## config.mk

```make
export PLATFORM = sky130hd
export DESIGN_NAME = compass_heading_from_magnetometer_top
export DESIGN_NICKNAME = d
export VERILOG_FILES = /design/src/hdl/hdg_pkg.sv /design/src/hdl/compass_heading_from_magnetometer_top.sv /design/src/hdl/hdg_pre.sv /design/src/hdl/hdg_cordic_stage.sv /design/src/hdl/hdg_post.sv
export SDC_FILE = /design/constraint.sdc
export NUM_CORES = 2
export LEC_CHECK = 0
export BUFFER_PORTS_ARGS = -buffer_cell sky130_fd_sc_hd__buf_2
export CAP_MARGIN = 5
export CORE_ASPECT_RATIO = 0.9
export CORE_MARGIN = 2
export CORE_UTILIZATION = 46
export DETAILED_ROUTE_END_ITERATION = 12
export HOLD_SLACK_MARGIN = 0.12
export PLACE_DENSITY = 0.64
export SYNTH_ARGS = -nofsm -noshare
export SYNTH_HDL_FRONTEND = slang
export SYNTH_SLANG_ARGS = --single-unit
```

## constraint.sdc

```tcl
create_clock -name clk -period 7.86 [get_ports clk]
set_input_delay 0.786 -clock clk [delete_from_list [all_inputs] [get_ports clk]]
set_output_delay 0.786 -clock clk [all_outputs]
set_load 0.05 [all_outputs]
```

## src/hdl/hdg_pkg.sv

```systemverilog
// Shared types, constants and the arctangent table for the compass heading pipeline.
package hdg_pkg;

	localparam int CORDIC_STEPS_DEF = 16;
	localparam int TAB_LEN          = 24;

	localparam int MAG_W     = 16;
	localparam int FRAC_BITS = 8;
	localparam int VEC_W     = 27;
	localparam int ANG_FRAC  = 20;
	localparam int ANG_W     = 31;
	localparam int ZU_W      = 29;
	localparam int HDG_W     = 16;
	localparam int PROD_W    = ANG_FRAC + HDG_W;

	localparam logic signed [ANG_W-1:0] DEG180 = ANG_W'(180) <<< ANG_FRAC;
	localparam logic signed [ANG_W-1:0] DEG360 = ANG_W'(360) <<< ANG_FRAC;
	localparam logic [PROD_W-1:0] HALF_LSB = PROD_W'(1) << (ANG_FRAC - 1);
	localparam logic [6:0] CENTI = 7'd100;
	localparam logic [HDG_W-1:0] FULL_TURN = 16'd36000;

	typedef logic signed [MAG_W-1:0] mag_t;
	typedef logic [HDG_W-1:0] heading_t;

	typedef struct packed {
		logic                    zero;
		logic signed [VEC_W-1:0] x;
		logic signed [VEC_W-1:0] y;
		logic signed [ANG_W-1:0] z;
	} vec_t;

	// atan(2^-i) in units of 2^-20 degree
	function automatic logic signed [ANG_W-1:0] atan_tab(input logic [4:0] idx);
		logic signed [ANG_W-1:0] v;
		unique case (idx)
			5'd0:  v = 31'sd47185920;
			5'd1:  v = 31'sd27855475;
			5'd2:  v = 31'sd14718068;
			5'd3:  v = 31'sd7471121;
			5'd4:  v = 31'sd3750058;
			5'd5:  v = 31'sd1876857;
			5'd6:  v = 31'sd938658;
			5'd7:  v = 31'sd469357;
			5'd8:  v = 31'sd234682;
			5'd9:  v = 31'sd117342;
			5'd10: v = 31'sd58671;
			5'd11: v = 31'sd29335;
			5'd12: v = 31'sd14668;
			5'd13: v = 31'sd7334;
			5'd14: v = 31'sd3667;
			5'd15: v = 31'sd1833;
			5'd16: v = 31'sd917;
			5'd17: v = 31'sd458;
			5'd18: v = 31'sd229;
			5'd19: v = 31'sd115;
			5'd20: v = 31'sd57;
			5'd21: v = 31'sd29;
			5'd22: v = 31'sd14;
			5'd23: v = 31'sd7;
			default: v = '0;
		endcase
		return v;
	endfunction

endpackage

```

## src/hdl/compass_heading_from_magnetometer_top.sv

```systemverilog
// Compass heading from a magnetometer X/Y pair.
//
// Input stream: s_axis carries one reading pair per transfer, X in the low half
// of tdata and Y in the high half, both signed raw counts.
// Output stream: m_axis carries one heading per input, in hundredths of a
// degree, 0 to 35999, with 0 along +X and angles growing toward +Y.
// The core is one input register, CORDIC_STEPS vectoring stages and three
// output stages (wrap, scale by 100, round). One pair is taken every cycle
// while the receiver keeps up. Every stage holds its own valid bit and takes a
// new item whenever it is empty or its successor is advancing, so bubbles
// close up while the receiver stalls and the input keeps filling empty stages
// until the pipeline is full. Reset clears all valid bits at once; no item is
// in flight afterward and the block is ready in the first cycle. A zero pair
// gives heading 0.
module compass_heading_from_magnetometer_top #(
	parameter int CORDIC_STEPS = hdg_pkg::CORDIC_STEPS_DEF
) (
	input  logic        clk,
	input  logic        arst_n,
	input  logic        s_axis_tvalid,
	output logic        s_axis_tready,
	input  logic [31:0] s_axis_tdata,  // [15:0] mag_x, [31:16] mag_y
	output logic        m_axis_tvalid,
	input  logic        m_axis_tready,
	output logic [15:0] m_axis_tdata   // [15:0] heading_centideg
);
	import hdg_pkg::*;

	logic lnk_valid [CORDIC_STEPS+1];
	logic lnk_ready [CORDIC_STEPS+1];
	vec_t lnk_data  [CORDIC_STEPS+1];
	mag_t mag_x;
	mag_t mag_y;

	assign mag_x = s_axis_tdata[MAG_W-1:0];
	assign mag_y = s_axis_tdata[2*MAG_W-1:MAG_W];

	hdg_pre u_pre (
		.clk       (clk),
		.arst_n    (arst_n),
		.in_valid  (s_axis_tvalid),
		.in_ready  (s_axis_tready),
		.mag_x     (mag_x),
		.mag_y     (mag_y),
		.out_valid (lnk_valid[0]),
		.out_ready (lnk_ready[0]),
		.out_data  (lnk_data[0])
	);

	for (genvar i = 0; i < CORDIC_STEPS; i++) begin : g_step
		hdg_cordic_stage #(
			.STEP (i)
		) u_stage (
			.clk       (clk),
			.arst_n    (arst_n),
			.in_valid  (lnk_valid[i]),
			.in_ready  (lnk_ready[i]),
			.in_data   (lnk_data[i]),
			.out_valid (lnk_valid[i+1]),
			.out_ready (lnk_ready[i+1]),
			.out_data  (lnk_data[i+1])
		);
	end

	hdg_post u_post (
		.clk       (clk),
		.arst_n    (arst_n),
		.in_valid  (lnk_valid[CORDIC_STEPS]),
		.in_ready  (lnk_ready[CORDIC_STEPS]),
		.in_data   (lnk_data[CORDIC_STEPS]),
		.out_valid (m_axis_tvalid),
		.out_ready (m_axis_tready),
		.heading   (m_axis_tdata)
	);

endmodule

```

## src/hdl/hdg_pre.sv

```systemverilog
// Input stage: scale the reading pair and fold the left half-plane onto the right.
module hdg_pre (
	input  logic          clk,
	input  logic          arst_n,
	input  logic          in_valid,
	output logic          in_ready,
	input  hdg_pkg::mag_t mag_x,
	input  hdg_pkg::mag_t mag_y,
	output logic          out_valid,
	input  logic          out_ready,
	output hdg_pkg::vec_t out_data
);
	import hdg_pkg::*;

	logic                    valid_s1;
	vec_t                    data_s1;
	vec_t                    nxt;
	logic signed [VEC_W-1:0] xs;
	logic signed [VEC_W-1:0] ys;

	assign in_ready = !valid_s1 || out_ready;

	assign xs = {{(VEC_W-MAG_W-FRAC_BITS){mag_x[MAG_W-1]}}, mag_x, {FRAC_BITS{1'b0}}};
	assign ys = {{(VEC_W-MAG_W-FRAC_BITS){mag_y[MAG_W-1]}}, mag_y, {FRAC_BITS{1'b0}}};

	always_comb begin
		nxt.zero = (mag_x == '0) && (mag_y == '0);
		if (xs < 0) begin
			nxt.x = -xs;
			nxt.y = -ys;
			nxt.z = DEG180;
		end else begin
			nxt.x = xs;
			nxt.y = ys;
			nxt.z = '0;
		end
	end

	always_ff @(posedge clk or negedge arst_n) begin
		if (!arst_n) begin
			valid_s1 <= 1'b0;
		end else if (in_ready) begin
			valid_s1 <= in_valid;
		end
	end

	always_ff @(posedge clk) begin
		if (in_ready && in_valid) begin
			data_s1 <= nxt;
		end
	end

	assign out_valid = valid_s1;
	assign out_data  = data_s1;

endmodule

```

## src/hdl/hdg_cordic_stage.sv

```systemverilog
// One CORDIC vectoring iteration with its own pipeline register.
module hdg_cordic_stage #(
	parameter int STEP = 0
) (
	input  logic          clk,
	input  logic          arst_n,
	input  logic          in_valid,
	output logic          in_ready,
	input  hdg_pkg::vec_t in_data,
	output logic          out_valid,
	input  logic          out_ready,
	output hdg_pkg::vec_t out_data
);
	import hdg_pkg::*;

	localparam logic signed [ANG_W-1:0] ATAN_STEP = atan_tab(5'(STEP));

	logic                    valid_s1;
	vec_t                    data_s1;
	vec_t                    nxt;
	logic signed [VEC_W-1:0] x_in;
	logic signed [VEC_W-1:0] y_in;
	logic signed [VEC_W-1:0] x_sh;
	logic signed [VEC_W-1:0] y_sh;

	assign in_ready = !valid_s1 || out_ready;

	assign x_in = in_data.x;
	assign y_in = in_data.y;
	assign x_sh = x_in >>> STEP;
	assign y_sh = y_in >>> STEP;

	// rotate toward the x axis, steering by the sign of y
	always_comb begin
		nxt.zero = in_data.zero;
		if (y_in >= 0) begin
			nxt.x = x_in + y_sh;
			nxt.y = y_in - x_sh;
			nxt.z = in_data.z + ATAN_STEP;
		end else begin
			nxt.x = x_in - y_sh;
			nxt.y = y_in + x_sh;
			nxt.z = in_data.z - ATAN_STEP;
		end
	end

	always_ff @(posedge clk or negedge arst_n) begin
		if (!arst_n) begin
			valid_s1 <= 1'b0;
		end else if (in_ready) begin
			valid_s1 <= in_valid;
		end
	end

	always_ff @(posedge clk) begin
		if (in_ready && in_valid) begin
			data_s1 <= nxt;
		end
	end

	assign out_valid = valid_s1;
	assign out_data  = data_s1;

endmodule

```

## src/hdl/hdg_post.sv

```systemverilog
// Output stages: wrap the angle into one turn, scale to centidegrees and round.
module hdg_post (
	input  logic              clk,
	input  logic              arst_n,
	input  logic              in_valid,
	output logic              in_ready,
	input  hdg_pkg::vec_t     in_data,
	output logic              out_valid,
	input  logic              out_ready,
	output hdg_pkg::heading_t heading
);
	import hdg_pkg::*;

	logic                    valid_s1;
	logic                    valid_s2;
	logic                    valid_s3;
	logic                    rdy_s1;
	logic                    rdy_s2;
	logic                    rdy_s3;
	logic                    zero_s1;
	logic                    zero_s2;
	logic [ZU_W-1:0]         ang_s1;
	logic [PROD_W-1:0]       prod_s2;
	heading_t                hdg_s3;
	logic signed [ANG_W-1:0] z_wrap;
	logic [PROD_W-1:0]       rnd;
	heading_t                cent;

	assign rdy_s3   = !valid_s3 || out_ready;
	assign rdy_s2   = !valid_s2 || rdy_s3;
	assign rdy_s1   = !valid_s1 || rdy_s2;
	assign in_ready = rdy_s1;

	assign z_wrap = (in_data.z < 0) ? in_data.z + DEG360 : in_data.z;
	assign rnd    = prod_s2 + HALF_LSB;
	assign cent   = rnd[ANG_FRAC +: HDG_W];

	always_ff @(posedge clk or negedge arst_n) begin
		if (!arst_n) begin
			valid_s1 <= 1'b0;
			valid_s2 <= 1'b0;
			valid_s3 <= 1'b0;
		end else begin
			if (rdy_s1) begin
				valid_s1 <= in_valid;
			end
			if (rdy_s2) begin
				valid_s2 <= valid_s1;
			end
			if (rdy_s3) begin
				valid_s3 <= valid_s2;
			end
		end
	end

	always_ff @(posedge clk) begin
		if (rdy_s1 && in_valid) begin
			ang_s1  <= z_wrap[ZU_W-1:0];
			zero_s1 <= in_data.zero;
		end
		if (rdy_s2 && valid_s1) begin
			prod_s2 <= PROD_W'(ang_s1) * PROD_W'(CENTI);
			zero_s2 <= zero_s1;
		end
		if (rdy_s3 && valid_s2) begin
			// a full turn after rounding folds back to zero
			if (zero_s2) begin
				hdg_s3 <= '0;
			end else if (cent >= FULL_TURN) begin
				hdg_s3 <= cent - FULL_TURN;
			end else begin
				hdg_s3 <= cent;
			end
		end
	end

	assign out_valid = valid_s3;
	assign heading   = hdg_s3;

endmodule

```

After elaboration in Yosys (flattened, before gate mapping)
Index checks and enable logic that the tools add are counted.

word-level totals
  logic and storage cells = 290
  register bits after elaboration = 1482
  input port bits = 36
  output and inout port bits = 18

cells by class
  multipliers = 1
  add/sub/neg operators = 96
  reduce and logical (&&, ||, !) cells = 63
  muxes and demuxes = 19
  order comparisons = 19

operator list
  cell                                                   count
  two-way mux 85 bit                                     16
  >= comparator 27 x 1 -> 1 bit (second input constant)  16
  adder 27 x 13 -> 27 bit                                2
  adder 27 x 14 -> 27 bit                                2
  adder 27 x 15 -> 27 bit                                2
  adder 27 x 16 -> 27 bit                                2
  adder 27 x 17 -> 27 bit                                2
  adder 27 x 18 -> 27 bit                                2
  adder 27 x 19 -> 27 bit                                2
  adder 27 x 20 -> 27 bit                                2
  adder 27 x 21 -> 27 bit                                2
  adder 27 x 22 -> 27 bit                                2
  adder 27 x 23 -> 27 bit                                2
  adder 27 x 24 -> 27 bit                                2
  adder 27 x 25 -> 27 bit                                2
  adder 27 x 26 -> 27 bit                                2
  negator 24 -> 27 bit                                   2
  subtractor 27 x 13 -> 27 bit                           2
  subtractor 27 x 14 -> 27 bit                           2
  subtractor 27 x 15 -> 27 bit                           2
  subtractor 27 x 16 -> 27 bit                           2
  subtractor 27 x 17 -> 27 bit                           2
  subtractor 27 x 18 -> 27 bit                           2
  subtractor 27 x 19 -> 27 bit                           2
  55 further kinds                                       122

Longest topological paths before layout
  depth after elaboration = 22
  depth in mapped cells = 19
  depth with buffers taken out = 19

Hierarchy
A second synthesis with hierarchy kept.

unflattened totals
  cells, all modules = 13901
  area, all modules = 130961.9 µm²

modules (own cells, without submodules)
  module                                 area an instance (µm²)  sequential area each (µm²)  times used  cells each
  hdg_cordic_stage (g_step[7].u_stage)   8171.6                  2607.5                      1           890
  hdg_cordic_stage (g_step[5].u_stage)   8090.3                  2607.5                      1           875
  hdg_cordic_stage (g_step[15].u_stage)  7947.6                  2607.5                      1           870
  hdg_cordic_stage (g_step[2].u_stage)   7798.7                  2607.5                      1           838
  hdg_cordic_stage (g_step[1].u_stage)   7780.0                  2607.5                      1           836
  hdg_cordic_stage (g_step[3].u_stage)   7721.2                  2607.5                      1           819
  hdg_cordic_stage (g_step[10].u_stage)  7713.6                  2607.5                      1           824
  hdg_cordic_stage (g_step[11].u_stage)  7668.6                  2607.5                      1           826
  hdg_cordic_stage (g_step[9].u_stage)   7586.0                  2607.5                      1           813
  hdg_cordic_stage (g_step[4].u_stage)   7572.3                  2607.5                      1           805
  hdg_cordic_stage (g_step[6].u_stage)   7568.5                  2607.5                      1           798
  hdg_cordic_stage (g_step[8].u_stage)   7557.2                  2607.5                      1           798
  hdg_cordic_stage (g_step[13].u_stage)  7447.1                  2607.5                      1           788
  hdg_cordic_stage (g_step[12].u_stage)  7400.8                  2607.5                      1           775
  +4 rows                                --                      --                          --          --

Least setup slack after synthesis
OpenSTA, ideal clock, no wires.

  kind = input -> register
  start point = in m_axis_tready
  end point = reg g_step[8].u_stage.data_s1, in the netlist g_step[8].u_stage.out_data[10], enable pin
  slack = -0.417 ns
  buffers on the path = 0
  required time = 7.202 ns
  arrival = 7.618 ns
  setup time = 0.658 ns
  cell stages on the path = 7
  cell sequence = nor2b_1 nand3_1 nor2_1 nand3_1 nor2_1 and3_1 a21boi_0

on the way
  cells in the longest elaborated chain, start to end = 12

RTL lines
  element                         RTL line                                     RTL
  from (decl)                     compass_heading_from_magnetometer_top.sv:24  input logic m_axis_tready,
  logical OR 1 bit                hdg_post.sv:29                               assign rdy_s3 = !valid_s3 || out_ready;
  logical OR 1 bit                hdg_post.sv:30                               assign rdy_s2 = !valid_s2 || rdy_s3;
  logical OR 1 bit                hdg_post.sv:31                               assign rdy_s1 = !valid_s1 || rdy_s2;
  logical OR 1 bit (8 in series)  hdg_cordic_stage.sv:26                       assign in_ready = !valid_s1 || out_ready;
  logical AND 1 bit               hdg_cordic_stage.sv:56                       if (in_ready && in_valid) begin
  to (signal assigned)            hdg_cordic_stage.sv:57                       data_s1 <= nxt;
  to (decl)                       hdg_cordic_stage.sv:19                       vec_t data_s1;

No other way between the ends.
A chain may end at the register's enable or synchronous reset.

Final worst setup path
  start point = reg u_post.valid_s3, in the netlist u_post.out_valid
  end point = out s_axis_tready

on the way
  cells in the longest elaborated chain, start to end = 21

RTL lines
  element                          RTL line                                     RTL
  from (decl)                      hdg_post.sv:16                               logic valid_s3;
  from (signal assigned)           hdg_post.sv:51                               valid_s3 <= valid_s2;
  zero test 1 bit                  hdg_post.sv:29
  logical OR 1 bit                 hdg_post.sv:29
  logical OR 1 bit                 hdg_post.sv:30
  logical OR 1 bit                 hdg_post.sv:31
  logical OR 1 bit (16 in series)  hdg_cordic_stage.sv:26
  logical OR 1 bit                 hdg_pre.sv:21                                assign in_ready = !valid_s1 || out_ready;
  to (decl)                        compass_heading_from_magnetometer_top.sv:21  output logic s_axis_tready,

No other way between the ends.

==> run_results.csv <==
group,metric,value,unit
run_status,outcome,"completed",
global_route,grt_pass1_vias,73800,
synthesis,synth_top_cell_by_area,"edfxtp_1",
synthesis,synthTopCellsByCount,"1,251 x edfxtp_1, 1,237 x ha_1, 977 x xnor2_1",
critical_path,timing.rr.end,"g_step[3].u_stage.out_data[57]",
timing,slew_headroom,19.0,%
detailed_routing,firstDrtPassIters,6,
finish,stdcell_area,0.111,mm2
clock_network,cts_setup_buffers,0,
die,core.rowCount,163,
die,fp.dieH,450,um
die,start_util,46.3,%
clock_network,cts.path.max_buffers,3,
synthesis,synth.area.top_cells,"edfxtp_1 37%, ha_1 15%, xnor2_1 8.4%",
critical_path,r2r_cells,18,
synthesis,ys_types,85,
critical_path,r2r_slack,2.55,ns
detailed_routing,avgViaCountPerCell,5.78,
place,place_hpwl,198,mm
die,dieWidth,499,um
detailed_routing,routed_wl,252,mm
synthesis,netlist_instances,10200,
clock_network,cts_resized,0,
synthesis,synth_area,0.101,mm2
detailed_routing,drt.antenna.violating_nets,0,
synthesis,syn_area_per_cell,9.95,um2
detailed_routing,wire_per_inst,18.8,um
place,gp_congestion,0.915,
job,drv_cap,0,
synthesis,async_reset_ff_share,1.57,%
clock_network,tritoncts,"built",
critical_path,crit_type,"reg2out",
detailed_routing,drc,0,
critical_path,crit_family,"simple AND/OR/NAND/NOR gates",
critical_path,cp_common_cell,"nand3_1",
synthesis,synth_edf_count,1251,
synthesis,yosysWarningCount,0,
critical_path,path_cells,"nor2b_1 -> nand3_1 -> nor2_1 -> nand3_1 -> nor4_2 -> and4_1 -> and3_1 -> nand3_1 -> buf_2",
hold_path,worstHoldStart,"s_axis_tdata[16]",
timing,grt_setup_unrepaired,"no",
clock_network,clock-sinks,1271,
clock_network,clk_latency,0.82,ns
timing,setup_viol,0,
synthesis,yosysSeqAreaShare,37.5,%
timing,worst_pin_slew,1.20,ns
finish,final_nets,11700,
finish,synthToLayoutAreaGrowth,9.03,%
critical_path,worst-path-max-fanout,6,
timing,report.final.slew_viol_count,0,
clock_network,htree_levels,4,
global_route,overflow,0,
critical_path,worstPathRequired,7.07,ns
global_route,grt_pass1_wl,399,mm
clock_network,cts-root-buf,"clkbuf_16",
critical_path,worstSetupEndpointType,"output pin",
clock_network,clk_pin_slew,0.06,ns
hold_path,worstHoldEndpoint,"u_pre.out_data[39]",
global_route,grt_max_degree,86,
critical_path,crit_buf_inv,1,
critical_path,slowest_delay,0.71,ns
global_route,grt_usage,21.9,%
clock_network,ctsHoldBuffers,1,
critical_path,startpoint,"u_post.out_valid",
hold_path,holdPathStages,1,
critical_path,cp-start-kind,"register",
timing,post-route-min-period,5.32,ns
synthesis,synth.most_common_cell,"edfxtp_1",
clock_network,numCtsBuffers,147,
global_route,antenna_found_initial,1,
timing,fin_skew,0.0356,ns
hold_path,hold_class,"in2reg",
timing,fin_tns_setup,0,ns
die,dieArea,0.224,mm2
place,portBuffers,53,
critical_path,critPathArrivalTime,4.53,ns
die,core,0.219,mm2
die,boundaryPins,54,
finish,num-fill-cells,19600,
detailed_routing,vias,77600,
finish,drive_gt1_share,4.22,%
critical_path,slowest_stage,"nor4_2",
detailed_routing,drtIter0Drc,6094,
timing,hold_viol_final,0,
timing,fin_crit_sh,67.7,%
synthesis,ys_ff_latch,1271,
synthesis,synth_top_area_share,37.0,%
place,placed_cell_area,0.106,mm2
synthesis,ys.flop_type,"edfxtp_1",
timing,max_freq,0.188,GHz
timing,hold_ws,0.204,ns
critical_path,timing.rr.start,"g_step[2].u_stage.out_data[36]",
[metal layers]
layer / global-route usage, % / vias up / wire, um
met5: 0 / - / 0
met4: 6.00 / 0 / 6520
met3: 2.64 / 333 / 12300
met2: 35.0 / 1879 / 113000
met1: 31.1 / 37100 / 120000
li1: - / 38300 / -
[logic make-up after synthesis]
| logic type | count (synthesis) | synth area share [%] |
|---|---|---|
| AO/OA/AOI/OAI | 2811 | 17.9 |
| flip-flops | 1271 | 37.5 |
| adder cells (fa/ha/maj) | 1294 | 16.4 |
| buffers and inverters | 628 | 2.32 |
| multiplexers | 35 | 0.348 |
| other | 1 | 0.00370 |
| AND/OR/NAND/NOR | 2733 | 13.2 |
| XOR/XNOR | 1429 | 12.3 |
[metrics by stage]
stage	cells	util (%)	worst slack, ns
4_1_cts	13400	50.5	2.37
3_3_place_gp	13200	48.2	2.68
5_1_grt	13400	50.5	2.09
2_1_floorplan	10300	-	1.55
3_5_place_dp	13200	48.2	2.68
6_report	13400	50.5	2.54
[registers in the layout (all words and copies together), names as in the netlist]
| register | cells |
|---|---|
| u_pre.out_valid | 1 |
| g_step.u_stage.out_data | 1148 |
| u_pre.out_data | 40 |
| u_post.prod_s2 | 17 |
| u_post.zero_s2 | 1 |
| g_step.u_stage.out_valid | 16 |
| u_post.out_valid | 1 |
| u_post.zero_s1 | 1 |
| u_post.valid_s2 | 1 |
| u_post.ang_s1 | 28 |
| u_post.heading | 16 |
| u_post.valid_s1 | 1 |
[cell usage in the layout (no fill, tap or decap), drive strengths merged, types with 58 or more instances in the layout]
master  netlist  layout
a211oi       84      84
a21o        383     383
a21oi       823     823
a31oi        70      70
and2         66      66
and3         90      90
buf          18      95
clkbuf       90     173
clkinv        4      66
conb          1      81
edfxtp     1251    1251
ha         1237    1237
inv         516     526
nand2       617     617
nand2b      168     168
nand3       219     219
nand4        58      58
nor2        749     749
nor2b       149     149
nor3        226     226
nor4         66      66
o21a        134     134
o21ai       558     558
o21bai      138     138
o31ai       165     165
o41ai        71      71
or2          59      59
or3         131     131
or4          76      76
xnor2       977     977
xor2        452     452
[worst max-delay path by stage]
stage	to	slack (ns)	cells after the start
after floorplan	g_step[7].u_stage.out_data[10]	1.55	7
after global placement	g_step[3].u_stage.out_data[57]	2.68	18
after detailed placement	g_step[3].u_stage.out_data[57]	2.68	18
after CTS	s_axis_tready	2.37	9
after global routing	g_step[3].u_stage.out_data[57]	2.09	18
final	s_axis_tready	2.54	9
[layout make-up]
class	instances	area [um2]	area share [%]
Multi-Input combinational cell	8383	61500	55.6
Inverter	520	1950	1.76
Timing Repair Buffer	96	591	0.534
Sequential cell	1271	38100	34.4
Antenna cell	1	2.50	0.00226
Clock buffer	173	3910	3.54
Tap cell	2887	3610	3.27
Clock inverter	97	1030	0.935
Power is left out: the tool's default activity adds up to more than one toggle a clock period on the data nets, which glitch-free logic cannot reach.
